## src/sv/pdvm_pkg.sv

```systemverilog
`default_nettype none

package pdvm_pkg;

  // Field and datapath widths
  localparam int TGT_W    = 19;
  localparam int MEAS_W   = 18;
  localparam int OPEN_W   = 18;
  localparam int DUTY_W   = 17;
  localparam int ERR_W    = 20;  // clamped target minus measured
  localparam int A_W      = 21;  // error offset from the segment start
  localparam int AMAG_W   = 20;
  localparam int DMAG_W   = 17;
  localparam int DENX_W   = 20;  // signed span length before the empty check
  localparam int DEN_W    = 19;  // span length when not empty
  localparam int Y_W      = 18;  // opening limits, sign extended
  localparam int Q_W      = 18;  // quotient bits, top bit flags saturation
  localparam int PROD_W   = 37;
  localparam int SUM_W    = 20;
  localparam int BIT_W    = 5;
  localparam int CNT_W    = 5;
  localparam int PIPE_DEPTH = 3 + Q_W + 3;

  localparam logic signed [TGT_W-1:0]  TARGET_LOW  = -19'sd100000;
  localparam logic signed [TGT_W-1:0]  TARGET_HIGH = 19'sd180000;
  localparam logic signed [OPEN_W-1:0] Q16_ONE     = 18'sd65536;
  localparam logic [Q_W-1:0]           Q_SAT       = 18'h20000;

  // APB register map
  localparam int PADDR_W = 5;
  localparam int PDATA_W = 32;

  typedef enum logic [2:0] {
    REG_DEAD_ZONE,
    REG_POS_SPAN,
    REG_NEG_SPAN,
    REG_OPEN_MIN_NEG,
    REG_OPEN_MAX_NEG,
    REG_OPEN_MIN_POS,
    REG_OPEN_MAX_POS
  } reg_idx_e;

  localparam logic [17:0]        RST_DEAD_ZONE    = 18'd2000;
  localparam logic [17:0]        RST_POS_SPAN     = 18'd30000;
  localparam logic signed [18:0] RST_NEG_SPAN     = -19'sd30000;
  localparam logic signed [16:0] RST_OPEN_MIN_NEG = -17'sd65536;
  localparam logic signed [16:0] RST_OPEN_MAX_NEG = -17'sd62259;
  localparam logic [16:0]        RST_OPEN_MIN_POS = 17'd62259;
  localparam logic [16:0]        RST_OPEN_MAX_POS = 17'd65536;

  typedef struct packed {
    logic [17:0]        dead_zone;
    logic [17:0]        pos_span;
    logic signed [18:0] neg_span;
    logic signed [16:0] open_min_neg;
    logic signed [16:0] open_max_neg;
    logic [16:0]        open_min_pos;
    logic [16:0]        open_max_pos;
  } cfg_t;

  // Word handed through the divider stages
  typedef struct packed {
    logic [PROD_W-1:0]     rem;
    logic [DEN_W-1:0]      den;
    logic [Q_W-1:0]        quo;
    logic                  neg;
    logic                  empty;
    logic signed [Y_W-1:0] y0;
    logic signed [Y_W-1:0] y1;
    logic signed [Y_W-1:0] fb;
  } div_word_t;

endpackage

`default_nettype wire

```

## src/sv/pdvm_cfg.sv

```systemverilog
`default_nettype none

module pdvm_cfg import pdvm_pkg::*; (
  input  logic               clk_i,
  input  logic               rst_ni,
  input  logic               psel,
  input  logic               penable,
  input  logic               pwrite,
  input  logic [PADDR_W-1:0] paddr,
  input  logic [PDATA_W-1:0] pwdata,
  output logic [PDATA_W-1:0] prdata,
  output logic               pready,
  output cfg_t               cfg_o
);

  cfg_t     cfg_q;
  logic     wr_en;
  reg_idx_e idx;

  assign pready = 1'b1;
  assign wr_en  = psel && penable && pwrite;
  assign idx    = reg_idx_e'(paddr[PADDR_W-1:2]);
  assign cfg_o  = cfg_q;

  always_ff @(posedge clk_i or negedge rst_ni) begin
    if (!rst_ni) begin
      cfg_q.dead_zone    <= RST_DEAD_ZONE;
      cfg_q.pos_span     <= RST_POS_SPAN;
      cfg_q.neg_span     <= RST_NEG_SPAN;
      cfg_q.open_min_neg <= RST_OPEN_MIN_NEG;
      cfg_q.open_max_neg <= RST_OPEN_MAX_NEG;
      cfg_q.open_min_pos <= RST_OPEN_MIN_POS;
      cfg_q.open_max_pos <= RST_OPEN_MAX_POS;
    end else if (wr_en) begin
      unique case (idx)
        REG_DEAD_ZONE:    cfg_q.dead_zone    <= pwdata[17:0];
        REG_POS_SPAN:     cfg_q.pos_span     <= pwdata[17:0];
        REG_NEG_SPAN:     cfg_q.neg_span     <= $signed(pwdata[18:0]);
        REG_OPEN_MIN_NEG: cfg_q.open_min_neg <= $signed(pwdata[16:0]);
        REG_OPEN_MAX_NEG: cfg_q.open_max_neg <= $signed(pwdata[16:0]);
        REG_OPEN_MIN_POS: cfg_q.open_min_pos <= pwdata[16:0];
        REG_OPEN_MAX_POS: cfg_q.open_max_pos <= pwdata[16:0];
        default: ;  // unmapped address, write dropped
      endcase
    end
  end

  always_comb begin
    unique case (idx)
      REG_DEAD_ZONE:    prdata = {14'd0, cfg_q.dead_zone};
      REG_POS_SPAN:     prdata = {14'd0, cfg_q.pos_span};
      REG_NEG_SPAN:     prdata = {13'd0, cfg_q.neg_span};
      REG_OPEN_MIN_NEG: prdata = {15'd0, cfg_q.open_min_neg};
      REG_OPEN_MAX_NEG: prdata = {15'd0, cfg_q.open_max_neg};
      REG_OPEN_MIN_POS: prdata = {15'd0, cfg_q.open_min_pos};
      REG_OPEN_MAX_POS: prdata = {15'd0, cfg_q.open_max_pos};
      default:          prdata = '0;
    endcase
  end

endmodule

`default_nettype wire

```

## config.mk

```make
export PLATFORM = sky130hd
export DESIGN_NAME = pdvm_cfg
export DESIGN_NICKNAME = d
export VERILOG_FILES = /design/src/sv/pdvm_pkg.sv /design/src/sv/pdvm_cfg.sv
export SDC_FILE = /design/constraint.sdc
export NUM_CORES = 1
export LEC_CHECK = 0
export BUFFER_PORTS_ARGS = -buffer_cell sky130_fd_sc_hd__buf_4
export CAP_MARGIN = 20
export CORE_MARGIN = 4
export CORE_UTILIZATION = 51
export CTS_BUF_LIST = sky130_fd_sc_hd__clkbuf_16
export DETAILED_ROUTE_END_ITERATION = 10
export PLACE_DENSITY = 0.81
export SYNTH_ARGS = -nofsm -noshare
export SYNTH_HDL_FRONTEND = slang
export SYNTH_SLANG_ARGS = --single-unit
```

## constraint.sdc

```tcl
create_clock -name clk_i -period 1.3 [get_ports clk_i]
set_input_delay 0.065 -clock clk_i [delete_from_list [all_inputs] [get_ports clk_i]]
set_output_delay 0.065 -clock clk_i [all_outputs]
set_load 0.1 [all_outputs]
```

After elaboration in Yosys (flattened, before gate mapping)
Index checks and enable logic that the tools add are counted.

storage, ports and cells
  flip-flop bits (word level) = 123
  output and inout bits = 156

cells by class
  equality and inequality tests = 6
  multiplexer cells = 1
  reduce and logical (&&, ||, !) cells = 10

operators with widths
  operator                                              number
  case mux 19 bit (7 select lines)                      1
  AND reduction 2 bit                                   7
  equality test 3 bit (second input constant)           3
  equality test 3 x 2 -> 1 bit (second input constant)  2
  equality test 3 x 1 -> 1 bit (second input constant)  1
  zero test 3 bit                                       1
  logical AND 1 bit                                     2

Longest topological paths before layout
  depth after elaboration = 3
  depth in mapped cells = 6

Worst setup path before layout
No wires, ideal clock.

  path kind = register -> output
  from = register cfg_q, in the netlist cfg_o[1]
  to = output port prdata[1]
  arrival = 4.576 ns
  required time = 1.235 ns
  slack = -3.341 ns
  cell stages (with the launch flop) = 3
  path buffers = 0
  cells stage by stage = dfrtp_1 > mux2i_1 > o311ai_0

on the way
  longest elaborated chain between the ends = 1

RTL lines
  element                           line            RTL
  start, declared                   pdvm_cfg.sv:16  cfg_t cfg_q;
  case mux 19 bit (7 select lines)  pdvm_cfg.sv:49  unique case (idx)
  end, declared                     pdvm_cfg.sv:11  output logic [PDATA_W-1:0] prdata,

No other way between the ends.

Final worst setup path
  from = register cfg_q, in the netlist cfg_o[83]
  to = output port prdata[15]

The elaborated chain is that of the path after synthesis.

==> flow_summary.ini <==
[timing]
final-setup-viol-count = 61
achievable-frequency_mhz = 522
report.final.slew_viol_count = 0
accumulated_negative_setup_slack_ns = -10.83
finalCriticalPeriod_ns = 1.92
worst_pin_slew_ns = 0.508
timing.clock.skew_ns = 0
rsz0062_at_grt = yes
slew_headroom_pct = 66.2
final.hold.worst_slack_ns = 0.0597
postLayoutSetupSlackWorst_ns = -0.616
finalHoldViolCount = 0
timing.final.crit_share_pct = 147

[cts]
insertion_delay_ns = 0.43
cts_htree_levels = 4
cts-root-to-sink-buffers = 2
tritoncts_clock_tree = built
cts.reportedPaths.clkPinSlew_ns = 0.06
cts_sinks = 123
cts_buffers = 17
root_buffer = clkbuf_16

[floorplanning]
floorplan.rows = 38
initial_core_util_pct = 53.1
core-area_sq_um = 11000
design.portCount = 198
die_width_microns = 115
chipHeight_microns = 115
floorplan.die_area_sq_um = 13300

[place]
postPlaceCellArea_sq_um = 8280
gp_routability_congestion = 0.834
pre_cts_ws_ns = -0.149
port_buffers = 168
post-place-cells = 789
dp_hpwl_microns = 13100

[routing]
post-route-drc-count = 0
num_vias = 5455
route.final.wire_length_microns = 26400
vias_per_cell = 6.24
drt_pass1_iterations = 5
drt_first_iter_violations = 435
ant_nets = 0
avgRoutedWirePerCell_microns = 30.2

[logic_synthesis]
synth_top_cells_by_count = mux2_2 (125), dfrtp_1 (81), dfstp_2 (42), mux2i_1 (35), buf_4 (20)
async_flop_share_pct = 100
mappedNetlistArea_sq_um = 5860
synth_warnings = 0
post_synth.cell_area_avg_sq_um = 14.1
synth_most_common_cell = mux2_2
share_of_synthesized_area_occupied_by_flip_flops_and_latches_pct = 53.5
synth-seq-cells = 123
synth_edf_count = 0
synth_cell_types = 33
syn-instance-count = 416
ys.flop_type = dfrtp_1
netlist.top_cell.by_area = dfrtp_1
yosys.area.top_type_share_pct = 34.6
ys_top_cells_by_area = dfrtp_1 (35%), mux2_2 (24%), dfstp_2 (19%), mux2i_1 (6.0%), buf_4 (2.6%)

[critical_path]
cp_data_required_time_ns = 1.24
timing.critical_path.arrival_ns = 1.85
critical_path_class = register to output port
cp_slowest_stage_delay_ns = 0.57
crit_slowest_cell = dfstp_2
start_kind = register
timing.critical_path.max_delay_family = flip-flops
worstPathCellList = mux2i_1 -> a211o_1 -> o211ai_1 -> buf_6
crit_fanout = 2
critPathCaptureType = output port
critical_path_buf_inv_count = 1

[finish]
number_of_fill_cells_in_the_layout = 352
insertedDiodeCount = 0
largest_register_ff_count = 123
final_nets = 763
finish.instance_area_sq_um = 10100
finalNonFillerCells = 874
final_core_util_pct = 91.6
drive_above_1_share_pct = 73.3
area_growth_pct = 72.6

[min_path]
hp-class = primary input to asynchronous set/reset pin

[global_routing]
grt_antenna_before_repair = 0
first_pass_grt_wire_length_microns = 35500
combined_global_route_utilization_of_all_metal_layers_pct = 36.4
first_global_vias = 5742
grt_start_max_net_pins = 38
globalRouteOverflowTotal = 0

[power_and_ir_drop]
switching_share_pct = 48.5
worst_ir_drop_vdd_mv = 1.69
total_leakage_power_nw = 4.66
power.total_mw = 22.7
clock_power_share_pct = 22.2
power.density_cell_area_nw_per_um2 = 2240
power_frac_seq_pct = 25.1
internal_power_consumption_mw = 11.7
comb_power_share_pct = 52.7
p_switching_mw = 11.0

[status]
outcome = complete, but fails checks
violations_in_the_final_reports = negative setup slack

[run]
drv_cap = 0
==> routing by layer <==
metal,global-route usage [%],up-vias,share of wire (%)
li1,-,2143,-
met1,42.5,2753,35
met2,60.8,423,51
met5,0,-,0
met4,20.6,0,5.3
met3,9.53,136,9.0
==> cells in the final DEF, fill, tap and decap left out, drive strengths merged, types with 2 or more instances in the layout <==
cell,instances
mux2i,35
dfrtp,81
clkbuf,17
a221o,2
buf,296
nand2b,2
clkinvlp,3
nand3b,3
o21ai,2
conb,14
o211ai,14
dlygate4sd3,20
mux2,125
a21boi,14
nor3,2
a32oi,14
a211o,15
clkinv,8
nand2,2
dfstp,42
nor2,9
bufinv,4
==> area by class of cell <==
type / count / area (sq um) / area share (%)
clock buffers: 17 / 425 / 4.21
clock inverters: 15 / 180 / 1.78
inverters: 1 / 3.75 / 0.0371
multi-input cells: 262 / 2730 / 27.0
flip-flops and latches: 123 / 3250 / 32.1
well taps: 140 / 175 / 1.73
repair buffers: 316 / 3340 / 33.1
==> path summary, 6_finish.rpt <==
check / endpoint / slack, ns / depth (start not counted) / from
setup / recovery: prdata[15] / -0.62 / 4 / cfg_o[83]$_DFFE_PN1P_
hold / removal: cfg_o[90]$_DFFE_PN0P_ / 0.06 / 2 / rst_ni
setup reg to reg: cfg_o[95]$_DFFE_PN1P_ / 0.14 / 4 / cfg_o[95]$_DFFE_PN1P_
hold reg to reg: cfg_o[27]$_DFFE_PN0P_ / 0.54 / 1 / cfg_o[27]$_DFFE_PN0P_
max in group asynchronous: cfg_o[97]$_DFFE_PN1P_ / 0.64 / 3 / rst_ni
min in group clk_i: cfg_o[53]$_DFFE_PN0P_ / 0.35 / 5 / penable
==> kinds of logic after synthesis <==
group	after synthesis	synth area share, %
mux	160	30.0
flops	123	53.5
compound gates	65	8.97
buf+inv	43	4.27
simple gates	23	3.14
other cells	2	0.128
==> power by group through the flow <==
stage,Combinational (mW),Sequential (mW),Clock [mW]
floorplan,2.20,11.1,0
global placement,10.1,5.43,0
detailed placement,10.2,5.50,0
CTS,11.4,5.50,4.90
global route,12.2,5.74,5.19
finish,11.9,5.69,5.02
==> repair_timing <==
action	CTS	global route
hold buffers	20	0
setup endpoints to repair	63	57
hold endpoints to repair	211	0
pin swaps	17	8
buffers inserted	19	26
resized for setup	170	36
Power figures use the tool's default switching activity.
