[src/sv/pdvm_pkg.sv]
`default_nettype none

package pdvm_pkg;

  // Field and datapath widths
  localparam int TGT_W    = 19;
  localparam int MEAS_W   = 18;
  localparam int OPEN_W   = 18;
  localparam int DUTY_W   = 17;
  localparam int ERR_W    = 20;  // clamped target minus measured
  localparam int A_W      = 21;  // error offset from the segment start
  localparam int AMAG_W   = 20;
  localparam int DMAG_W   = 17;
  localparam int DENX_W   = 20;  // signed span length before the empty check
  localparam int DEN_W    = 19;  // span length when not empty
  localparam int Y_W      = 18;  // opening limits, sign extended
  localparam int Q_W      = 18;  // quotient bits, top bit flags saturation
  localparam int PROD_W   = 37;
  localparam int SUM_W    = 20;
  localparam int BIT_W    = 5;
  localparam int CNT_W    = 5;
  localparam int PIPE_DEPTH = 3 + Q_W + 3;

  localparam logic signed [TGT_W-1:0]  TARGET_LOW  = -19'sd100000;
  localparam logic signed [TGT_W-1:0]  TARGET_HIGH = 19'sd180000;
  localparam logic signed [OPEN_W-1:0] Q16_ONE     = 18'sd65536;
  localparam logic [Q_W-1:0]           Q_SAT       = 18'h20000;

  // APB register map
  localparam int PADDR_W = 5;
  localparam int PDATA_W = 32;

  typedef enum logic [2:0] {
    REG_DEAD_ZONE,
    REG_POS_SPAN,
    REG_NEG_SPAN,
    REG_OPEN_MIN_NEG,
    REG_OPEN_MAX_NEG,
    REG_OPEN_MIN_POS,
    REG_OPEN_MAX_POS
  } reg_idx_e;

  localparam logic [17:0]        RST_DEAD_ZONE    = 18'd2000;
  localparam logic [17:0]        RST_POS_SPAN     = 18'd30000;
  localparam logic signed [18:0] RST_NEG_SPAN     = -19'sd30000;
  localparam logic signed [16:0] RST_OPEN_MIN_NEG = -17'sd65536;
  localparam logic signed [16:0] RST_OPEN_MAX_NEG = -17'sd62259;
  localparam logic [16:0]        RST_OPEN_MIN_POS = 17'd62259;
  localparam logic [16:0]        RST_OPEN_MAX_POS = 17'd65536;

  typedef struct packed {
    logic [17:0]        dead_zone;
    logic [17:0]        pos_span;
    logic signed [18:0] neg_span;
    logic signed [16:0] open_min_neg;
    logic signed [16:0] open_max_neg;
    logic [16:0]        open_min_pos;
    logic [16:0]        open_max_pos;
  } cfg_t;

  // Word handed through the divider stages
  typedef struct packed {
    logic [PROD_W-1:0]     rem;
    logic [DEN_W-1:0]      den;
    logic [Q_W-1:0]        quo;
    logic                  neg;
    logic                  empty;
    logic signed [Y_W-1:0] y0;
    logic signed [Y_W-1:0] y1;
    logic signed [Y_W-1:0] fb;
  } div_word_t;

endpackage

`default_nettype wire

[src/sv/pdvm_if.sv]
`default_nettype none

interface pdvm_in_if;
  logic              valid;
  logic              ready;
  logic signed [18:0] target_pressure;
  logic [17:0]       measured_pressure;

  modport source (output valid, target_pressure, measured_pressure, input ready);
  modport sink   (input valid, target_pressure, measured_pressure, output ready);
endinterface


`default_nettype wire

[src/sv/pdvm_front.sv]
`default_nettype none

// Three stages: error, segment operands, magnitude product.
module pdvm_front import pdvm_pkg::*; (
  input  logic      clk_i,
  input  logic      rst_ni,
  input  cfg_t      cfg_i,
  pdvm_in_if.sink   sample_i,
  output logic      valid_o,
  input  logic      ready_i,
  output div_word_t word_o
);

  // stage 1
  logic                    s1_vld_q, s1_rdy;
  logic signed [ERR_W-1:0] s1_err_q, s1_err_d;
  logic signed [TGT_W-1:0] tgt_c;

  // stage 2
  logic                     s2_vld_q, s2_rdy;
  logic signed [A_W-1:0]    s2_a_q, s2_a_d;
  logic signed [Y_W-1:0]    s2_d_q, s2_d_d;
  logic [DEN_W-1:0]         s2_den_q, s2_den_d;
  logic                     s2_empty_q, s2_empty_d;
  logic signed [Y_W-1:0]    s2_y0_q, s2_y0_d, s2_y1_q, s2_y1_d, s2_fb_q, s2_fb_d;
  logic signed [A_W-1:0]    err_x, dz_x, ns_x;
  logic signed [DENX_W-1:0] den_x;

  // stage 3
  logic              s3_vld_q, s3_rdy;
  div_word_t         s3_q, s3_d;
  logic [AMAG_W-1:0] a_mag;
  logic [DMAG_W-1:0] d_mag;

  assign s1_rdy         = !s1_vld_q || s2_rdy;
  assign s2_rdy         = !s2_vld_q || s3_rdy;
  assign s3_rdy         = !s3_vld_q || ready_i;
  assign sample_i.ready = s1_rdy;
  assign valid_o        = s3_vld_q;
  assign word_o         = s3_q;

  always_ff @(posedge clk_i or negedge rst_ni) begin
    if (!rst_ni) begin
      s1_vld_q <= 1'b0;
      s2_vld_q <= 1'b0;
      s3_vld_q <= 1'b0;
    end else begin
      if (s1_rdy) s1_vld_q <= sample_i.valid;
      if (s2_rdy) s2_vld_q <= s1_vld_q;
      if (s3_rdy) s3_vld_q <= s2_vld_q;
    end
  end

  // Stage 1: clamp target, form error
  always_comb begin
    if (sample_i.target_pressure < TARGET_LOW)       tgt_c = TARGET_LOW;
    else if (sample_i.target_pressure > TARGET_HIGH) tgt_c = TARGET_HIGH;
    else                                             tgt_c = sample_i.target_pressure;
    s1_err_d = ERR_W'(tgt_c) - $signed({2'b00, sample_i.measured_pressure});
  end

  // Stage 2: pick the segment and its linear-map operands
  always_comb begin
    err_x = A_W'(s1_err_q);
    dz_x  = $signed({3'b000, cfg_i.dead_zone});
    ns_x  = A_W'(cfg_i.neg_span);
    s2_a_d     = '0;
    s2_d_d     = '0;
    s2_y0_d    = '0;
    s2_y1_d    = '0;
    s2_fb_d    = '0;
    den_x      = '0;
    s2_empty_d = 1'b1;  // dead zone: all limits zero gives zero
    if (err_x > dz_x) begin
      s2_a_d  = err_x - dz_x;
      s2_y0_d = $signed({1'b0, cfg_i.open_min_pos});
      s2_y1_d = $signed({1'b0, cfg_i.open_max_pos});
      s2_d_d  = s2_y1_d - s2_y0_d;
      s2_fb_d = s2_y1_d;
      den_x   = $signed({2'b00, cfg_i.pos_span}) - $signed({2'b00, cfg_i.dead_zone});
      s2_empty_d = (den_x <= 0);
    end else if (err_x < -dz_x) begin
      s2_a_d  = err_x - ns_x;
      s2_y0_d = Y_W'(cfg_i.open_min_neg);
      s2_y1_d = Y_W'(cfg_i.open_max_neg);
      s2_d_d  = s2_y1_d - s2_y0_d;
      s2_fb_d = s2_y0_d;
      den_x   = -$signed({2'b00, cfg_i.dead_zone}) - DENX_W'(cfg_i.neg_span);
      s2_empty_d = (den_x <= 0);
    end
    s2_den_d = den_x[DEN_W-1:0];
  end

  // Stage 3: magnitudes and product
  always_comb begin
    a_mag = s2_a_q[A_W-1] ? AMAG_W'(-s2_a_q) : AMAG_W'(s2_a_q);
    d_mag = s2_d_q[Y_W-1] ? DMAG_W'(-s2_d_q) : DMAG_W'(s2_d_q);
    s3_d.rem   = {{(PROD_W-AMAG_W){1'b0}}, a_mag} * {{(PROD_W-DMAG_W){1'b0}}, d_mag};
    s3_d.den   = s2_den_q;
    s3_d.quo   = '0;
    s3_d.neg   = s2_a_q[A_W-1] ^ s2_d_q[Y_W-1];
    s3_d.empty = s2_empty_q;
    s3_d.y0    = s2_y0_q;
    s3_d.y1    = s2_y1_q;
    s3_d.fb    = s2_fb_q;
  end

  always_ff @(posedge clk_i) begin
    if (s1_rdy && sample_i.valid) s1_err_q <= s1_err_d;
    if (s2_rdy && s1_vld_q) begin
      s2_a_q     <= s2_a_d;
      s2_d_q     <= s2_d_d;
      s2_den_q   <= s2_den_d;
      s2_empty_q <= s2_empty_d;
      s2_y0_q    <= s2_y0_d;
      s2_y1_q    <= s2_y1_d;
      s2_fb_q    <= s2_fb_d;
    end
    if (s3_rdy && s2_vld_q) s3_q <= s3_d;
  end

endmodule

`default_nettype wire

[src/flat_wrapper.sv]
// flat-port wrapper written by rule: the top's interface ports become plain ports
module pdvm_front_flat import pdvm_pkg::*;
  (clk_i, rst_ni, cfg_i, valid_o, ready_i, word_o, sample_i_valid, sample_i_target_pressure, sample_i_measured_pressure, sample_i_ready);
  pdvm_in_if sample_i_i ();
  input  logic clk_i;
  input  logic rst_ni;
  input  cfg_t cfg_i;
  output logic valid_o;
  input  logic ready_i;
  output div_word_t word_o;
  input wire logic [$bits(sample_i_i.valid)-1:0] sample_i_valid;
  input wire logic [$bits(sample_i_i.target_pressure)-1:0] sample_i_target_pressure;
  input wire logic [$bits(sample_i_i.measured_pressure)-1:0] sample_i_measured_pressure;
  output wire logic [$bits(sample_i_i.ready)-1:0] sample_i_ready;
  assign sample_i_i.valid = sample_i_valid;
  assign sample_i_i.target_pressure = sample_i_target_pressure;
  assign sample_i_i.measured_pressure = sample_i_measured_pressure;
  assign sample_i_ready = sample_i_i.ready;
  pdvm_front u_core (.clk_i(clk_i), .rst_ni(rst_ni), .cfg_i(cfg_i), .sample_i(sample_i_i), .valid_o(valid_o), .ready_i(ready_i), .word_o(word_o));
endmodule
[config.mk]
export PLATFORM = sky130hd
export DESIGN_NAME = pdvm_front_flat
export DESIGN_NICKNAME = d
export VERILOG_FILES = /design/src/sv/pdvm_pkg.sv /design/src/sv/pdvm_if.sv /design/src/sv/pdvm_front.sv /design/src/flat_wrapper.sv
export SDC_FILE = /design/constraint.sdc
export NUM_CORES = 1
export LEC_CHECK = 0
export BUFFER_PORTS_ARGS = -buffer_cell sky130_fd_sc_hd__buf_2
export CAP_MARGIN = 5
export CELL_PAD_IN_SITES_DETAIL_PLACEMENT = 0
export CELL_PAD_IN_SITES_GLOBAL_PLACEMENT = 2
export CORE_ASPECT_RATIO = 1.75
export CORE_MARGIN = 2
export CORE_UTILIZATION = 31
export CTS_BUF_LIST = sky130_fd_sc_hd__clkbuf_4
export DETAILED_ROUTE_END_ITERATION = 8
export GPL_ROUTABILITY_DRIVEN = 0
export GPL_TIMING_DRIVEN = 0
export PLACE_DENSITY_LB_ADDON = 0.1
export SYNTH_ARGS = -nofsm -noshare
export SYNTH_HDL_FRONTEND = slang
export SYNTH_SLANG_ARGS = --single-unit
[constraint.sdc]
create_clock -name clk_i -period 20.7 [get_ports clk_i]
set_clock_uncertainty 0.1 [all_clocks]
set_input_delay 1.035 -clock clk_i [delete_from_list [all_inputs] [get_ports clk_i]]
set_output_delay 1.035 -clock clk_i [all_outputs]
set_load 0.05 [all_outputs]
==> After elaboration in Yosys (flattened, before gate mapping) <==
Cells that the tools add are included.
{ "classes": {"add_sub_neg": 11, "n_mux": 17, "n_bitwise": 2, "magnitude_cmp": 6, "mul": 1, "reduce_logical": 10} }
{ "ops": {"columns": ["op", "count"], "rows": [
  ["2-to-1 mux 17 bit", 5],
  ["2-to-1 mux 19 bit", 4],
  ["2-to-1 mux 18 bit", 3],
  ["2-to-1 mux 21 bit", 2],
  ["subtractor 20 x 19 -> 21 bit", 2],
  ["multiplier 20 x 17 -> 37 bit", 1],
  ["subtractor 17 x 17 -> 18 bit", 2],
  ["less-than comparator 20 x 21 -> 1 bit", 1],
  ["negation 18 -> 21 bit", 1],
  ["greater-than comparator 20 x 19 -> 1 bit", 1],
  ["less-or-equal comparator 20 x 1 -> 1 bit, second input constant", 1],
  ["2-to-1 mux 20 bit", 1],
  ["negation 18 -> 20 bit", 1],
  ["negation 20 bit", 1],
  ["subtractor 19 x 19 -> 20 bit", 1],
  ["subtractor 20 x 19 -> 20 bit", 1],
  ["greater-than comparator 19 bit, second input constant", 1],
  ["less-or-equal comparator 19 x 1 -> 1 bit, second input constant", 1],
  ["less-than comparator 19 x 18 -> 1 bit, second input constant", 1],
  ["subtractor 18 x 18 -> 19 bit", 1],
  ["negation 17 bit", 1],
  ["logical AND 1 bit", 3],
  ["logical NOT 1 bit", 3],
  ["logical OR 1 bit", 3],
  ["other kinds (4)", 5]
]} }
{ "totals": {"regBits": 247, "output_inout_bits": 132, "in_bits": 164} }

==> Depth between registers and ports, before layout <==
{ "depth": {"ltp_word": 5, "depth_mapped": 33} }

==> Worst setup path before layout <==
OpenSTA, ideal clock, no wires.
{ "synth_path": {"path_kind": "reg-to-reg", "startpoint": "register u_core.s2_a_q[10]", "endpoint": "register u_core.s3_q, in the netlist u_core.word_o[126] (data pin)", "period_less_slack_ns": 7.908, "setup_time_ns": 0.261, "t_arrival_ns": 7.547, "n_path_buf": 1, "path_stages_with_launch": 29, "path_slack_ns": 12.792, "cell_sequence": "edfxtp_1 > or4_1 > nor4_2 > nand3_1 > or2_1 > o21ai_1 > xnor2_1 > clkbuf_1 > nand2_1 > fa_1 > fa_1 > fa_1 > inv_1 > fa_1 > fa_1 > inv_1 > fa_1 > inv_1 > ha_1 > a21o_1 > a21o_1 > a21o_1 > a21oi_1 > nor2b_1 > a311oi_1 > o21ai_1 > a221oi_2 > nor3_1 > a311o_1"} }
{ "synth_lines": {"columns": ["element", "line_no", "source"], "rows": [
  ["start: declaration", "pdvm_front.sv:21", "logic signed [A_W-1:0] s2_a_q, s2_a_d;"],
  ["start signal: assignment", "pdvm_front.sv:111", "s2_a_q <= s2_a_d;"],
  ["end signal: assignment", "pdvm_front.sv:119", "if (s3_rdy && s2_vld_q) s3_q <= s3_d;"],
  ["end: declaration", "pdvm_front.sv:31", "div_word_t s3_q, s3_d;"]
]} }

==> run summary <==
The slowest cell on the critical path was sky130_fd_sc_hd__xnor2_1. The ratio of routed vias to standard cells is 4.91. The run finished with clean final reports. The finished cells cover 31100 um^2. The endpoint of the worst hold path is u_core.s1_vld_q.

The largest net degree at the start of global routing came out at 68. In the final routed layout, each cell accounts on average for 23.4 um. Measured along the y axis, the die boundary spans 396 um. The main flop type after synthesis is sky130_fd_sc_hd__edfxtp_1. The class of the most critical setup path was register to register. The final critical delay including setup and external delays was 10.22 ns; the count of hold-fix buffers inserted at cts was 1. STA puts the critical path data required time at 21.21 ns. For the worst-skew pair, the clock arrives at the later sink with an insertion delay of 0.93 ns. Detailed routing placed a total of 58600 um of wire on met2. The min-delay analysis places its worst path in the category input port to register. Ranked by total cell area, the synthesized netlist is headed by sky130_fd_sc_hd__edfxtp_1 (27%), sky130_fd_sc_hd__fa_1 (20%), sky130_fd_sc_hd__ha_1 (13%). Summed over all nets, wire length on met3 after detailed routing comes to 4020 um. Of all nets on the critical path, the largest fanout is 10. The tools report the iteration-0 DRC count of the detailed router as 922.

The area of placed instances came out at 30200 um^2. After synthesis the netlist holds a flip-flop and latch count of 246. The tools report the number of remaining DRC errors as 0. Kind of end point of the critical path: a register. The run gives 88800 um as the total half-perimeter wirelength after legalization and detailed placement. The post-synthesis average cell area is 9.59 um^2, and the number of antenna violations at the first check in global routing is 21. Hold timing on the final database bottoms out at a slack of 0.230 ns. Once detail routing completed, the nets flagged for antenna violations numbered 0. The share of the synthesized area in the top cell type works out to 0.268. The run gives 33800 um as the met1 wire length. For the relative max-transition margin, the log shows 0.0589. The post-synthesis to final-layout area growth came out at 14.4%. The number of buffers created by CTS came out at 61.

The post-route clock period utilization is 0.494, and the global-route congestion overflow total is 0. The share of layout cells above drive strength 1 came out at 0.134. For the final count of pins violating max slew, the log shows 0. Setup violations remaining at the end of the flow were counted as 0. Buffers added to address setup during post-CTS repair amount to 0.

The fraction of registers with async set or reset after synthesis is 0.0122, and the final-stage net count is 3922. Counting cells, the worst reg-to-reg path comes to 26. Data arrives at the worst endpoint at 10.73 ns.

The run gives 0 as the number of synthesis warnings. The start of the worst register-to-register path is u_core.s2_a_q[0]. Final hold violation count: 0.

The share of the yosys chip area belonging to registers came out at 0.271. The logs give 21.7k for the number of vias after detailed routing and 143 for the row count. The logs give 246 for the number of clock sinks and 9128 for the number of filler cells placed in the layout. Summing every instance area after synthesis gives 27200 um^2. The endpoint identified for the worst register-to-register timing path is u_core.word_o[126].

The synthesized netlist cell count was 2839; the total of cells resized after clock tree synthesis was 0. The actual slew at the worst max-slew pin is 1.40 ns. The library cell with the largest summed area after synthesis is sky130_fd_sc_hd__edfxtp_1.

The register-to-register setup slack is 10.48 ns. The number of global-route vias before repair was 24.2k. The commonest cells after synthesis are sky130_fd_sc_hd__inv_1 (444), sky130_fd_sc_hd__nand2_1 (337), sky130_fd_sc_hd__ha_1 (278), sky130_fd_sc_hd__fa_1 (276), sky130_fd_sc_hd__edfxtp_1 (243). In this run the tool buffered the top-level ports with 277 buffer cells. The worst hold path was traced through 2 stages. The run gives 0.313 as the effective utilization at floorplan.

The run gives 0 ns as the sum of negative setup slack. The footprint of the multi-input gates is 17800 um^2. Most used standard cell by instance count after synthesis: sky130_fd_sc_hd__inv_1. Derived from the worst setup path, the maximum achievable clock frequency is 0.0978 GHz. The H-tree was split into 2 levels.

The run gives 90300 um^2 as the die area. The boundary pin count is 296, and the number of unique standard cell types used by synthesis is 86. In the final layout, flip-flops and latches occupy 7370 um^2. The worst setup path is launched from a register. The critical hold path startpoint is sample_i_valid. The largest single stage delay on the critical path is 0.82 ns. Overall die width: 228 um. The number of enable-type register cells in the synthesized netlist was 243. For this run, the detailed router's first-pass iteration total came to 7. For the count of maximum capacitance violations, the log shows 0. The cell sitting at the root of the clock tree is a sky130_fd_sc_hd__clkbuf_4.

TritonCTS built the clock tree. The first global-routing pass estimated 151000 um of wire. The core region is 87000 um^2. Setup repair after global routing left no endpoint under its margin. The worst-case clock buffer depth was 3. Most prevalent standard cell on the critical path: sky130_fd_sc_hd__fa_1. The CTS clock-pin slew for the worst setup and hold paths works out to 0.08 ns. The logs give 0.228 for the total global-route track usage and 103000 um for the final wirelength. Highest signal layer in the routed design: met5.
[flip-flops by register name, indices dropped and copies added (netlist names)]
name,count
u_core.word_o,111
u_core.s2_a_q,21
u_core.s1_err_q,20
u_core.s2_den_q,19
u_core.s2_d_q,18
u_core.s2_y0_q,18
u_core.s2_y1_q,18
u_core.s2_fb_q,17
u_core.s1_vld_q,1
u_core.s2_empty_q,1
u_core.s2_vld_q,1
u_core.valid_o,1
[cells in the final DEF, fill, tap and decap left out, types with 86 or more instances in the layout]
master,count
sky130_fd_sc_hd__fa_1,276
sky130_fd_sc_hd__o21ai_0,100
sky130_fd_sc_hd__edfxtp_1,243
sky130_fd_sc_hd__buf_2,284
sky130_fd_sc_hd__ha_1,278
sky130_fd_sc_hd__clkbuf_4,86
sky130_fd_sc_hd__xnor2_1,120
sky130_fd_sc_hd__nand2_1,337
sky130_fd_sc_hd__inv_1,444
sky130_fd_sc_hd__nor2_1,207
[cell families (layout without fill, tap and decap cells)]
family                     count (synthesis)  in the layout  share of synthesized area
and+or+nand+nor                          834            834                      0.140
adders and majority gates                554            554                      0.331
buffers and inverters                    535            935                     0.0767
AOI/OAI and AO/OA                        466            466                      0.116
DFF                                      246            246                      0.271
xor gates and xnor gates                 202            202                     0.0653
other                                      1             21                   0.000138
muxes                                      1              1                   0.000368
[worst max path at each step]
stage | slack [ns] | start | end
5_1_grt | 9.94 | u_core.s2_a_q[0] | u_core.word_o[126]
3_3_place_gp | 10.40 | u_core.s2_a_q[0] | u_core.word_o[126]
2_1_floorplan | 12.79 | u_core.s2_a_q[10] | u_core.word_o[126]
4_1_cts | 10.29 | u_core.s2_a_q[0] | u_core.word_o[126]
3_5_place_dp | 10.39 | u_core.s2_a_q[0] | u_core.word_o[126]
6_report | 10.48 | u_core.s2_a_q[0] | u_core.word_o[126]
[per-layer routing]
| layer | vias to the layer above | track usage |
|---|---|---|
| met4 | 28 | 0.131 |
| met2 | 566 | 0.467 |
| met5 | - | 0 |
| met1 | 10600 | 0.207 |
| li1 | 10200 | - |
| met3 | 252 | 0.0350 |
[critical path, delay by kind of cell (launching register included)]
| family | cells | cell delay (ns) |
|---|---|---|
| xor gates and xnor gates | 1 | 0.82 |
| adders and majority gates | 8 | 3.66 |
| DFF | 1 | 0.33 |
| buffers and inverters | 4 | 1.76 |
| and+or+nand+nor | 6 | 0.72 |
| AOI/OAI and AO/OA | 7 | 2.47 |
[per-stage QoR]
step                      worst slack (ns)   util  cells
final                                10.48  0.358   4419
after global routing                  9.94  0.358   4418
after CTS                            10.29  0.358   4416
after detailed placement             10.39  0.348   4300
after global placement               10.40  0.346   4293
after floorplan                      12.79      -   2856
[layout make-up]
class / instances / area share
Multi-Input combinational cell: 2075 / 0.573
Sequential cell: 246 / 0.237
Inverter: 445 / 0.0537
Timing Repair Buffer: 285 / 0.0487
Tap cell: 1160 / 0.0466
Clock buffer: 86 / 0.0207
Buffer: 90 / 0.0134
Clock inverter: 29 / 0.00703
Antenna cell: 3 / 0.000241
Power is left out: the tool's default activity adds up to more than one toggle a clock period on the data nets, which glitch-free logic cannot reach.
