[src/sv/pdvm_pkg.sv]
`default_nettype none

package pdvm_pkg;

  // Field and datapath widths
  localparam int TGT_W    = 19;
  localparam int MEAS_W   = 18;
  localparam int OPEN_W   = 18;
  localparam int DUTY_W   = 17;
  localparam int ERR_W    = 20;  // clamped target minus measured
  localparam int A_W      = 21;  // error offset from the segment start
  localparam int AMAG_W   = 20;
  localparam int DMAG_W   = 17;
  localparam int DENX_W   = 20;  // signed span length before the empty check
  localparam int DEN_W    = 19;  // span length when not empty
  localparam int Y_W      = 18;  // opening limits, sign extended
  localparam int Q_W      = 18;  // quotient bits, top bit flags saturation
  localparam int PROD_W   = 37;
  localparam int SUM_W    = 20;
  localparam int BIT_W    = 5;
  localparam int CNT_W    = 5;
  localparam int PIPE_DEPTH = 3 + Q_W + 3;

  localparam logic signed [TGT_W-1:0]  TARGET_LOW  = -19'sd100000;
  localparam logic signed [TGT_W-1:0]  TARGET_HIGH = 19'sd180000;
  localparam logic signed [OPEN_W-1:0] Q16_ONE     = 18'sd65536;
  localparam logic [Q_W-1:0]           Q_SAT       = 18'h20000;

  // APB register map
  localparam int PADDR_W = 5;
  localparam int PDATA_W = 32;

  typedef enum logic [2:0] {
    REG_DEAD_ZONE,
    REG_POS_SPAN,
    REG_NEG_SPAN,
    REG_OPEN_MIN_NEG,
    REG_OPEN_MAX_NEG,
    REG_OPEN_MIN_POS,
    REG_OPEN_MAX_POS
  } reg_idx_e;

  localparam logic [17:0]        RST_DEAD_ZONE    = 18'd2000;
  localparam logic [17:0]        RST_POS_SPAN     = 18'd30000;
  localparam logic signed [18:0] RST_NEG_SPAN     = -19'sd30000;
  localparam logic signed [16:0] RST_OPEN_MIN_NEG = -17'sd65536;
  localparam logic signed [16:0] RST_OPEN_MAX_NEG = -17'sd62259;
  localparam logic [16:0]        RST_OPEN_MIN_POS = 17'd62259;
  localparam logic [16:0]        RST_OPEN_MAX_POS = 17'd65536;

  typedef struct packed {
    logic [17:0]        dead_zone;
    logic [17:0]        pos_span;
    logic signed [18:0] neg_span;
    logic signed [16:0] open_min_neg;
    logic signed [16:0] open_max_neg;
    logic [16:0]        open_min_pos;
    logic [16:0]        open_max_pos;
  } cfg_t;

  // Word handed through the divider stages
  typedef struct packed {
    logic [PROD_W-1:0]     rem;
    logic [DEN_W-1:0]      den;
    logic [Q_W-1:0]        quo;
    logic                  neg;
    logic                  empty;
    logic signed [Y_W-1:0] y0;
    logic signed [Y_W-1:0] y1;
    logic signed [Y_W-1:0] fb;
  } div_word_t;

endpackage

`default_nettype wire

[src/sv/pdvm_div_step.sv]
`default_nettype none

// One restoring-division step: quotient bit bit_i.
module pdvm_div_step import pdvm_pkg::*; (
  input  logic             clk_i,
  input  logic             rst_ni,
  input  logic [BIT_W-1:0] bit_i,
  input  logic             valid_i,
  output logic             ready_o,
  input  div_word_t        word_i,
  output logic             valid_o,
  input  logic             ready_i,
  output div_word_t        word_o
);

  logic              vld_q;
  div_word_t         word_q, word_d;
  logic [PROD_W-1:0] den_sh;

  assign ready_o = !vld_q || ready_i;
  assign valid_o = vld_q;
  assign word_o  = word_q;

  always_comb begin
    word_d = word_i;
    den_sh = {{(PROD_W-DEN_W){1'b0}}, word_i.den} << bit_i;
    if (word_i.rem >= den_sh) begin
      word_d.rem = word_i.rem - den_sh;
      word_d.quo = word_i.quo | (Q_W'(1) << bit_i);
    end
  end

  always_ff @(posedge clk_i or negedge rst_ni) begin
    if (!rst_ni) begin
      vld_q <= 1'b0;
    end else if (ready_o) begin
      vld_q <= valid_i;
    end
  end

  always_ff @(posedge clk_i) begin
    if (ready_o && valid_i) word_q <= word_d;
  end

endmodule

`default_nettype wire

[config.mk]
export PLATFORM = sky130hd
export DESIGN_NAME = pdvm_div_step
export DESIGN_NICKNAME = d
export VERILOG_FILES = /design/src/sv/pdvm_pkg.sv /design/src/sv/pdvm_div_step.sv
export SDC_FILE = /design/constraint.sdc
export NUM_CORES = 1
export LEC_CHECK = 0
export ABC_CLOCK_PERIOD_IN_PS = 9300
export BUFFER_PORTS_ARGS = -buffer_cell sky130_fd_sc_hd__buf_2
export CORE_UTILIZATION = 55
export CTS_CLUSTER_DIAMETER = 40
export DETAILED_ROUTE_END_ITERATION = 10
export GPL_ROUTABILITY_DRIVEN = 0
export PLACE_DENSITY = 0.87
export SYNTH_ARGS = -nofsm -noshare
export SYNTH_HDL_FRONTEND = slang
export SYNTH_SLANG_ARGS = --single-unit
[constraint.sdc]
create_clock -name clk_i -period 9.3 [get_ports clk_i]
set_input_delay 1.86 -clock clk_i [delete_from_list [all_inputs] [get_ports clk_i]]
set_output_delay 1.86 -clock clk_i [all_outputs]
set_load 0.01 [all_outputs]
**Yosys cells after proc, flatten, opt, wreduce, memory -nomap -nowiden**

Cells that the tools add are included.

- Muxes and demuxes: 2
- Shifts and indexed selects: 2
- Add/sub/neg operators: 1
- Order comparisons: 1
- Reductions and logical operators: 3
- Bitwise gates (word level): 1

Operator list:

| kind | number |
|---|---|
| 37-bit greater-or-equal comparator | 1 |
| 37-bit 2-to-1 mux | 1 |
| 19-bit by 5-bit << shifter with 37-bit output | 1 |
| 37-bit subtractor | 1 |
| 18-bit 2-to-1 mux | 1 |
| 18-bit OR | 1 |
| 1-bit by 5-bit << shifter with 18-bit output, first input constant | 1 |
| 1-bit logical AND | 1 |
| 1-bit logical NOT | 1 |
| 1-bit logical OR | 1 |

- Output and inout bits: 132
- Register bits: 131
- Logic and storage cells: 19

**Longest topological paths before layout**

Gate-level depths: netlist of the first run.

- Word-level depth: 3
- Depth in mapped cells: 22
- Depth with buffers taken out: 19

**Worst setup path after synthesis of the first run**

Ideal clock, no wire load.

- Path type: input port to flip-flop
- Start: input bit_i[1]
- End: register word_q (netlist bit word_o[128]) (data pin)
- Data arrival time: 5.905 ns
- Buffers on the path: 3
- Path slack: 3.133 ns
- Data required time: 9.038 ns
- Stages: 20
- Cells stage by stage: buf_1 -> buf_1 -> mux2i_1 -> nand2_1 -> o21ai_0 -> nor2_1 -> a21oi_1 -> a21oi_1 -> nand2_1 -> ha_1 -> and3_1 -> and3_1 -> o311a_1 -> or2_4 -> a21boi_2 -> o21a_1 -> o31a_1 -> o311ai_4 -> buf_4 -> mux2_1

RTL lines:

| what | RTL line | text |
|---|---|---|
| start, declared | pdvm_div_step.sv:7 | `input logic [BIT_W-1:0] bit_i,` |
| end signal, assigned | pdvm_div_step.sv:42 | `if (ready_o && valid_i) word_q <= word_d;` |
| end, declared | pdvm_div_step.sv:17 | `div_word_t word_q, word_d;` |

==> impl_results.md, run 1 <==
- Status: finished clean
- Number of synthesized flops with an enable pin: 130
- Max Fclk: 0.1463 GHz
- Clock network fraction of total power: 35.2%
- Post-Syn Nets: ~870
- Asr flop ratio synth: 0.7634%
- Total GRT Usage: 32.10%
- Sw Ratio: 29.40%
- Initial Utilization: 56.19%
- Layout cell share with drive strength beyond 1: a little over a third
- Clock root cell: clkbuf_16
- Pint: roughly 1300 uW
- Worst slew pin tran: between 1 and 1.5 ns
- Synth top area share: 50.05%
- Nets@finish: 1125
- Slew HR: 29.43%
- Critical path data arrival time: 7.00 ns
- H-tree Lvls: 4
- Worst hold path depth: 2
- FF-to-FF End: word_o[102]
- CTS sink cnt: 131
- Height of the die: 121.1 um
- CP max FO: 36
- Iteration-0 DRC Markers: 761
- Crit path time final: 6.836 ns
- Clock Latency Late Sink: approximately 0.42 ns
- Global-route wire length before repair: 35050 um
- Distinct cells, synth: 59
- Total Wirelength: ~23000 um
- Largest net degree at the start of global routing: 72
- Multi-input gate area: 3659 um2
- Setup TNS Final: 0 ns
- Die width: 121.1 um
- Clk slew on worst S/H paths: 0.06 ns
- Power Density: 188.9 nW/um2
- Top Ports: 271
- Flop-to-flop setup slack: 6.86 ns
- Layout area overhead: 26.00%
- DR WL/cell: 20.59 um
- CTS tree: done
- CTS buffer count: 17
- Via Count: a little under 7000
- Psw: roughly 550 uW
- Post-CTS sizing: 0
- Cells on worst reg2reg path: 3
- Post-synthesis adder-cell area fraction: under 10%
- CP startpoint kind: input port
- RSZ-0062 raised after global routing: no
- Cts hold-fix bufs: 0
- Ys flop type: edfxtp_1
- Number of warnings issued by yosys: 0
- Register area share after synthesis: between 50% and 60%
- Final Cycle Share: approximately 74%
- Max rail drop VDD: 133.0 uV
- Syn Inst Count: just under 700
- Final hold violation count: 0
- DRC errors left: 0
- Hold_ws: 0.6006 ns
- Number of setup violations in the final report: 0
- Combinational share of power: about a quarter
- Setup crit end: word_o[116]
- Vias per cell: 6.004
- Row cnt: 43
- Gr ovfl total: 0
- Fill count: 1007
- Lkg Pwr: about 0.0042 uW
- # Max-Cap Violations: 0
- Area contributors post-synth: edfxtp_1, ha_1, mux2_1, a21oi_1, nand2_1
- Seq cells post-synth: 131
- WP data required: 9.46 ns
- Worst r2r src: valid_o
- Crit end category: register
- Synth Area in Compound Gates: 16.25%
- Setup crit start: bit_i[1]
- Main combinational cell family by area after synthesis: compound AO/OA/AOI/OAI gates
- Setup Buffers After CTS: 0
- Yosys top cell by area: edfxtp_1
- Synthesized area per cell: 11.35 um2
- Detailed Routing Iterations Pass 1: 6
- Area of the die: 14660 um2
- Final Slew Violations: 0
- Overall Power: approximately 1900 uW
- Synth Area in Simple Gates: a little over a tenth
- Number of global-route vias before repair: 6650
- CP Class: input port to register
- Fin util: 70.80%
- Initial antenna violation count: 1
- Hold/Removal Path Class: register to register
- Max clock buf depth: 2
- Diodes inserted: 0
- Register area: approximately 3900 um2
- Skew final: 0.008198 ns
- Post-Syn Area: 7800 um2
- I/O Buffers: 270
- Antenna Nets Post-Route: 0
- XOR/XNOR Fraction of Synth Area: 3.369%
- Core ar.: 13880 um2
- HPWL Detailed: 17630 um
- Sequential share of power: 39.0%
- Post-synthesis mux area share: 10.46%
==> logic make-up (layout without fill, tap and decap cells) <==
logic type               count (synthesis)  in the layout
AO/OA/AOI/OAI                          190            190
XOR/XNOR                                30             30
buffers and inverters                   50            323
flip-flops                             131            131
multiplexers                            71             71
AND/OR/NAND/NOR                        176            176
adder cells (fa/ha/maj)                 39             39
==> sequential cells by signal (all words and copies together) (netlist names) <==
register  flops
word_o      130
valid_o       1
==> cell usage in the layout, fill, tap and decap left out, types with 3 or more instances in the layout <==
| cell type | instances |
|---|---|
| and2_1 | 7 |
| and3_1 | 7 |
| ha_1 | 38 |
| o2111ai_1 | 3 |
| nor2b_1 | 5 |
| a21o_1 | 19 |
| nor2_1 | 40 |
| nand2b_1 | 9 |
| a31o_2 | 15 |
| a41o_1 | 4 |
| mux2_1 | 31 |
| nand4_1 | 6 |
| nand3_1 | 8 |
| o21bai_1 | 5 |
| inv_1 | 17 |
| mux2i_1 | 23 |
| a21boi_0 | 3 |
| xor2_1 | 12 |
| mux4_2 | 4 |
| clkinvlp_4 | 4 |
| buf_2 | 270 |
| clkinv_2 | 3 |
| clkbuf_16 | 17 |
| a22oi_1 | 7 |
| nor3_1 | 11 |
| o211ai_1 | 6 |
| a21oi_1 | 57 |
| o31a_1 | 3 |
| xnor2_1 | 18 |
| o21ai_0 | 34 |
| o21a_1 | 6 |
| edfxtp_1 | 130 |
| nand2_1 | 70 |
| a31oi_1 | 8 |
| mux2_2 | 13 |
| a211oi_1 | 5 |
==> layer usage <==
layer,share of wire (%),vias to the layer above,track usage [%]
li1,-,3145,-
met1,37,3227,36.89
met2,50,391,56.14
met3,8.9,79,7.895
met4,4.0,2,14.81
met5,0.047,-,0
==> stage by stage <==
stage / instance area, um2 / instances / worst slack (ns)
4_1_cts: 9828 / 1140 / 2.542
2_1_floorplan: 7800 / 687 / 3.133
3_5_place_dp: 9250 / 1108 / 2.125
6_report: 9828 / 1140 / 2.464
5_1_grt: 9828 / 1140 / 2.044
3_3_place_gp: 9250 / 1108 / 2.315
==> cell type report <==
cell class	count	area share, %
timing repair buffer	272	13.90
multi-input combinational	506	37.22
clock inverter	12	1.337
clock buffer	20	4.545
inverter	19	0.7257
tap	180	2.292
sequential	131	39.97
==> Yosys cell counts, types with 2 or more instances <==
cell type  count
mux2i_1       23
or2_2          2
o31a_1         3
and4_1         2
buf_1          3
a22oi_1        7
nand2_1       70
a21o_1        19
o21a_1         6
nand3_1        8
nor4_1         2
ha_1          38
o2111ai_1      3
o31ai_1        2
clkbuf_1      23
inv_1         17
nand2b_1       9
nand4_1        6
nor2_1        40
a21boi_0       3
o311a_1        2
xor2_1        12
a31oi_1        8
xnor2_1       18
a31o_2        15
and2_1         8
mux2_2        13
nor3_1        11
o211ai_1       6
o21ai_0       34
mux4_2         4
a41o_1         4
buf_6          3
mux2_1        31
a21oi_1       57
a41oi_1        2
clkinv_1       2
and3_1         7
edfxtp_1     130
o21bai_1       5
nor2b_1        5
a211oi_1       5
or3_1          2
a32oi_1        2
==> worst max-delay path: stages <==
cell and delay [ns]:
buf_2 0.30, nor3_1 0.85, a21oi_1 0.17, a21oi_1 0.20, nand2_1 0.09, ha_1 0.40
and3_1 0.19, and3_1 0.18, o311a_1 0.20, or2_4 0.15, a21boi_2 0.07, o21a_1 0.20
o31a_1 0.35, o311ai_4 0.82, buf_4 0.53, mux2_1 0.39
==> worst min path at each step <==
stage / from / endpoint
6_report: valid_o / valid_o
3_5_place_dp: valid_o / valid_o
3_3_place_gp: valid_o / valid_o
5_1_grt: valid_o / valid_o
2_1_floorplan: valid_o / valid_o
4_1_cts: valid_o / valid_o
==> power by group through the flow <==
| stage | combinational (uW) | sequential, uW | clock (uW) |
|---|---|---|---|
| 2_1_floorplan | 292 | 764 | 0 |
| 3_3_place_gp | 455 | 735 | 0 |
| 3_5_place_dp | 466 | 736 | 0 |
| 4_1_cts | 472 | 726 | 655 |
| 5_1_grt | 518 | 729 | 678 |
| 6_report | 479 | 725 | 653 |
No activity file was read; power rests on OpenSTA's default activity.
==> inputs of run 2 (changes only) <==
--- a/config.mk
+++ b/config.mk
@@ -5,13 +5,13 @@
 export SDC_FILE = /design/constraint.sdc
 export NUM_CORES = 1
 export LEC_CHECK = 0
-export ABC_CLOCK_PERIOD_IN_PS = 9300
+export ABC_CLOCK_PERIOD_IN_PS = 6180
 export BUFFER_PORTS_ARGS = -buffer_cell sky130_fd_sc_hd__buf_2
-export CORE_UTILIZATION = 55
+export CORE_UTILIZATION = 46
 export CTS_CLUSTER_DIAMETER = 40
 export DETAILED_ROUTE_END_ITERATION = 10
 export GPL_ROUTABILITY_DRIVEN = 0
-export PLACE_DENSITY = 0.87
+export PLACE_DENSITY = 0.77
 export SYNTH_ARGS = -nofsm -noshare
 export SYNTH_HDL_FRONTEND = slang
 export SYNTH_SLANG_ARGS = --single-unit
==> constraint.sdc (replaced) <==
create_clock -name clk_i -period 6.18 [get_ports clk_i]
set_input_delay 1.236 -clock clk_i [delete_from_list [all_inputs] [get_ports clk_i]]
set_output_delay 1.236 -clock clk_i [all_outputs]
set_load 0.01 [all_outputs]
==> impl_results.md, run 2 (same netlist as run 1, synthesis figures left out) <==
- Status: finished clean (unchanged)
- Iteration-0 DRC Markers: 532 (was 761)
- Total GRT Usage: 25.12% (was 32.10%)
- Core ar.: 16580 um2 (was 13880 um2)
- Max Fclk: between 0.15 and 0.2 GHz
- Nets@finish: 1134 (was 1125)
- Diodes inserted: 0 (unchanged)
- Flop-to-flop setup slack: 3.75 ns (was 6.86 ns)
- Top Ports: 271 (unchanged)
- WP data required: 6.35 ns (was 9.46 ns)
- Lkg Pwr: 0.004262 uW (was 0.004203 uW)
- Hold Path Origin: valid_o (unchanged)
- HPWL Detailed: 16970 um (was 17630 um)
- Number of setup violations in the final report: 0 (unchanged)
- CP Class: input port to register (unchanged)
- Crit path time final: 5.449 ns
- CTS sink cnt: 131 (unchanged)
- CTS tree: done (unchanged)
- Final Slew Violations: 0 (unchanged)
- Worst r2r src: valid_o (unchanged)
- Hold/Removal Path Class: register to register (unchanged)
- Initial Utilization: 47.03% (was 56.19%)
- Power Density: 282.9 nW/um2 (was 188.9 nW/um2)
- Commonest non-fill, non-tap cells in the layout: buf_2, edfxtp_1, nand2_1, a21oi_1, nor2_1 (unchanged)
- CTS buffer count: 17 (unchanged)
- Die width: 132.2 um (was 121.1 um)
- CP startpoint kind: input port (unchanged)
- Area of the die: 17480 um2 (was 14660 um2)
- Worst slew pin tran: 1.137 ns (was 1.055 ns)
- Gr ovfl total: 0 (unchanged)
- I/O Buffers: 270 (unchanged)
- Antenna Nets Post-Route: 0 (unchanged)
- Height of the die: 132.2 um (was 121.1 um)
- Initial antenna violation count: 0 (was 1)
- RSZ-0062 raised after global routing: no (unchanged)
- Number of global-route vias before repair: 6202 (was 6650)
- Layout cell share with drive strength beyond 1: 36.22% (was 35.52%)
- Fin util: 60.09% (was 70.80%)
- Final Cycle Share: 88.17%
- Most common library cell in the layout ignoring fill and taps: buf_2 (unchanged)
- Crit end category: register (unchanged)
- Max rail drop VDD: 192.4 uV (was 133.0 uV)
- Setup Buffers After CTS: 0 (unchanged)
- Cts hold-fix bufs: 0 (unchanged)
- Hold_ws: 0.5385 ns (was 0.6006 ns)
- Max clock buf depth: 2 (unchanged)
- Final hold violation count: 0 (unchanged)
- Global-route wire length before repair: 33600 um (was 35050 um)
- Row cnt: 47 (was 43)
- Via Count: 6636 (was 6844)
- Setup TNS Final: 0 ns (unchanged)
- Worst Hold Path EP: valid_o (unchanged)
- Detailed Routing Iterations Pass 1: 5 (was 6)
- Total Wirelength: 22030 um (was 23470 um)
- Max reg flops: 130 (unchanged)
- DR WL/cell: 18.53 um (was 20.59 um)
- H-tree Lvls: 4 (unchanged)
- Slew HR: 24.19% (was 29.43%)
- Layout area overhead: 27.75% (was 26.00%)
- # Max-Cap Violations: 0 (unchanged)
- Clock Latency Late Sink: 0.42 ns (about the same)
- Worst hold path depth: 2 (unchanged)
- Vias per cell: 5.581 (was 6.004)
- Cells on worst reg2reg path: 3 (unchanged)
- Post-CTS sizing: 0 (unchanged)
- Clk slew on worst S/H paths: 0.06 ns (about the same)
- DRC errors left: 0 (unchanged)
- Largest net degree at the start of global routing: 87 (was 72)
- Critical path data arrival time: 5.62 ns (was 7.00 ns)
- Clock root cell: clkbuf_16 (unchanged)
- FF-to-FF End: word_o[76] (was word_o[102])
- CP max FO: 37 (was 36)
- Skew final: 0.006335 ns (was 0.008198 ns)
run 2: metal layers:
metal	routed length (um)	part of all wire [%]	track usage (%)	up-vias
met5	0	0	0	-
met4	480	2.2	8.557	0
met3	1334	6.1	6.113	41
met2	11150	51	43.12	282
met1	9071	41	30.95	3146
li1	-	-	-	3167
run 2: worst max-delay path, stage by stage:
cell	delay, ns
buf_2	0.49
mux2_2	0.28
nor2_1	0.04
a21oi_1	0.17
mux2i_1	0.13
nand2_1	0.08
o21ai_0	0.10
nand2b_1	0.17
ha_1	0.39
and3_1	0.20
and3_1	0.17
o311a_1	0.18
or2_4	0.14
a21boi_2	0.07
o21a_1	0.22
o31a_1	0.37
o311ai_4	0.33
buf_4	0.45
mux2_2	0.40
run 2: final cells by class:
type | instances | area [um2]
Sequential cell | 131 | 3929
Multi-Input combinational cell | 506 | 3659
Clock buffer | 17 | 425.4
Fill cell | 1406 | 6619
Inverter | 19 | 71.32
Clock inverter | 15 | 171.4
Timing Repair Buffer | 281 | 1434
Tap cell | 220 | 275.3
run 2: power by group:
| group | switching, uW | internal, uW | total, uW |
|---|---|---|---|
| registers | 14.9 | 1070 | 1090 |
| logic | 419 | 300 | 719 |
| clock network | 407 | 605 | 1010 |
| total | 841 | 1980 | 2820 |
run 2: per-stage QoR:
step                std cells  setup WS [ns]  power, uW  area [um2]
finish                   1189         0.7311       2819        9965
global route             1189         0.4094       2944        9965
CTS                      1189         0.7871       2830        9965
detailed placement       1157         0.3421       1809        9368
global placement         1157         0.4475       1806        9368
floorplan                 687         0.6373       1589        7800
run 2: worst max path at each step:
| stage | from | end | slack [ns] | cells past startpoint |
|---|---|---|---|---|
| 2_1_floorplan | bit_i[1] | word_o[128] | 0.64 | 20 |
| 3_3_place_gp | bit_i[0] | word_o[129] | 0.45 | 19 |
| 3_5_place_dp | bit_i[0] | word_o[129] | 0.34 | 19 |
| 4_1_cts | bit_i[0] | word_o[129] | 0.79 | 19 |
| 5_1_grt | bit_i[1] | word_o[129] | 0.41 | 19 |
| 6_report | bit_i[1] | word_o[129] | 0.73 | 19 |
==> inputs of run 3 (changes only) <==
--- a/config.mk
+++ b/config.mk
@@ -11,7 +11,9 @@
 export CTS_CLUSTER_DIAMETER = 40
 export DETAILED_ROUTE_END_ITERATION = 10
 export GPL_ROUTABILITY_DRIVEN = 0
+export HOLD_SLACK_MARGIN = 0.05
 export PLACE_DENSITY = 0.77
+export RECOVER_POWER = 50
 export SYNTH_ARGS = -nofsm -noshare
 export SYNTH_HDL_FRONTEND = slang
 export SYNTH_SLANG_ARGS = --single-unit
==> impl_results.md, run 3 (same netlist as run 1, synthesis figures left out) <==
- Status: finished clean (unchanged)
- Commonest non-fill, non-tap cells in the layout: clkbuf_1, edfxtp_1, buf_2, nand2_1, a21oi_1 (was buf_2, edfxtp_1, nand2_1, a21oi_1, nor2_1)
- Row cnt: 47 (unchanged)
- Worst r2r src: valid_o (unchanged)
- I/O Buffers: 270 (unchanged)
- Post-CTS sizing: 0 (unchanged)
- Crit end category: register (unchanged)
- CP max FO: 37 (unchanged)
- Via Count: 6641 (was 6636)
- Hold Path Origin: valid_o (unchanged)
- Max rail drop VDD: 192.9 uV (was 192.4 uV)
- CTS buffer count: 17 (unchanged)
- Initial Utilization: 47.03% (unchanged)
- Gr ovfl total: 0 (unchanged)
- DRC errors left: 0 (unchanged)
- Skew final: 0.006193 ns (was 0.006335 ns)
- Setup TNS Final: 0 ns (unchanged)
- Layout cell share with drive strength beyond 1: 21.67% (was 36.22%)
- Critical path data arrival time: 5.63 ns (was 5.62 ns)
- Worst hold path depth: 2 (unchanged)
- Layout area overhead: 25.49% (was 27.75%)
- Worst slew pin tran: 1.138 ns (was 1.137 ns)
- Total GRT Usage: 25.12% (unchanged)
- Die width: 132.2 um (unchanged)
- Lkg Pwr: 0.003874 uW (was 0.004262 uW)
- Height of the die: 132.2 um (unchanged)
- Initial antenna violation count: 0 (unchanged)
- Clk slew on worst S/H paths: 0.06 ns (about the same)
- CP Class: input port to register (unchanged)
- Core ar.: 16580 um2 (unchanged)
- Most common library cell in the layout ignoring fill and taps: clkbuf_1 (was buf_2)
- Detailed Routing Iterations Pass 1: 5 (unchanged)
- CP startpoint kind: input port (unchanged)
- Max clock buf depth: 2 (unchanged)
- WP data required: 6.36 ns (was 6.35 ns)
- Slew HR: 24.11% (was 24.19%)
- Cells on worst reg2reg path: 3 (unchanged)
- GRT Max-Usage Layer: met2 (unchanged)
- Vias per cell: 5.585 (was 5.581)
- Top Ports: 271 (unchanged)
- Dpl ws: 0.3421 ns (unchanged)
- H-tree Lvls: 4 (unchanged)
- Final Cycle Share: 88.23% (was 88.17%)
- Met2 Resource Use GR: 43.12% (unchanged)
- Largest net degree at the start of global routing: 87 (unchanged)
- Met1 Usage GRT: 30.95% (unchanged)
- Setup crit start: bit_i[1] (unchanged)
- Max reg flops: 130 (unchanged)
- Max Fclk: 0.1834 GHz (was 0.1835 GHz)
- Antenna Nets Post-Route: 0 (unchanged)
- RSZ-0062 raised after global routing: no (unchanged)
- DR WL/cell: 18.57 um (was 18.53 um)
- Setup Buffers After CTS: 0 (unchanged)
- Number of setup violations in the final report: 0 (unchanged)
- Iteration-0 DRC Markers: 497 (was 532)
- Total Wirelength: 22080 um (was 22030 um)
- Clock root cell: clkbuf_16 (unchanged)
- Diodes inserted: 0 (unchanged)
- Power Density: 286.5 nW/um2 (was 282.9 nW/um2)
- Cts hold-fix bufs: 0 (unchanged)
- Hold/Removal Path Class: register to register (unchanged)
- M3 GR Usage: 6.113% (unchanged)
- Area of the die: 17480 um2 (unchanged)
- CTS tree: done (unchanged)
- # Max-Cap Violations: 0 (unchanged)
- Final Slew Violations: 0 (unchanged)
- CTS sink cnt: 131 (unchanged)
- Nets@finish: 1134 (unchanged)
- Global-route wire length before repair: 33600 um (unchanged)
- Crit path time final: 5.453 ns (was 5.449 ns)
- PnR worst setup slack: 0.7274 ns (was 0.7311 ns)
- HPWL Detailed: 16970 um (unchanged)
- Number of global-route vias before repair: 6202 (unchanged)
- Clock Latency Late Sink: 0.42 ns (about the same)
- Final hold violation count: 0 (unchanged)
run 3: worst paths after layout:
path                       slack [ns]     endpoint
max in group asynchronous        5.52      valid_o
hold reg to reg                  0.54      valid_o
min in group asynchronous        0.58      valid_o
setup / recovery                 0.73  word_o[129]
hold / removal                   0.54      valid_o
setup reg to reg                 3.74   word_o[76]
run 3: layout make-up:
cell class	count	area [um2]
fill	1475	6795
inverter	19	71.32
sequential	131	3929
multi-input combinational	506	3659
clock buffer	17	425.4
clock inverter	15	171.4
tap	220	275.3
timing repair buffer	281	1257
run 3: metal layers:
layer	vias to the layer above	share of wire, %
met5	-	0
met3	45	6.9
met2	306	50
li1	3167	-
met4	0	2.4
met1	3123	41
run 3: worst max-delay path: stages:
cell and delay, ns:
buf_2 0.48, mux2_2 0.28, nor2_1 0.04, a21oi_1 0.17, mux2i_1 0.13, nand2_1 0.08, o21ai_0 0.10, nand2b_1 0.17
ha_1 0.38, and3_1 0.20, and3_1 0.18, o311a_1 0.18, or2_4 0.14, a21boi_2 0.07, o21a_1 0.22, o31a_1 0.37
o311ai_4 0.33, buf_4 0.45, mux2_2 0.40
run 3: stage by stage:
step / instances / area, um2 / util, % / power, uW / hold slack, ns
5_1_grt: 1189 / 9788 / 59.02 / 2929 / 0.5598
3_3_place_gp: 1157 / 9368 / 56.49 / 1806 / 0.5066
4_1_cts: 1189 / 9965 / 60.09 / 2830 / 0.5440
3_5_place_dp: 1157 / 9368 / 56.49 / 1809 / 0.5280
2_1_floorplan: 687 / 7800 / - / 1589 / 0.6221
6_report: 1189 / 9788 / 59.02 / 2804 / 0.5431
run 3: where the power goes:
group / switching (uW) / total (uW) / internal, uW
Clock: 408 / 1010 / 605
Combinational: 419 / 701 / 282
Sequential: 16.9 / 1090 / 1070
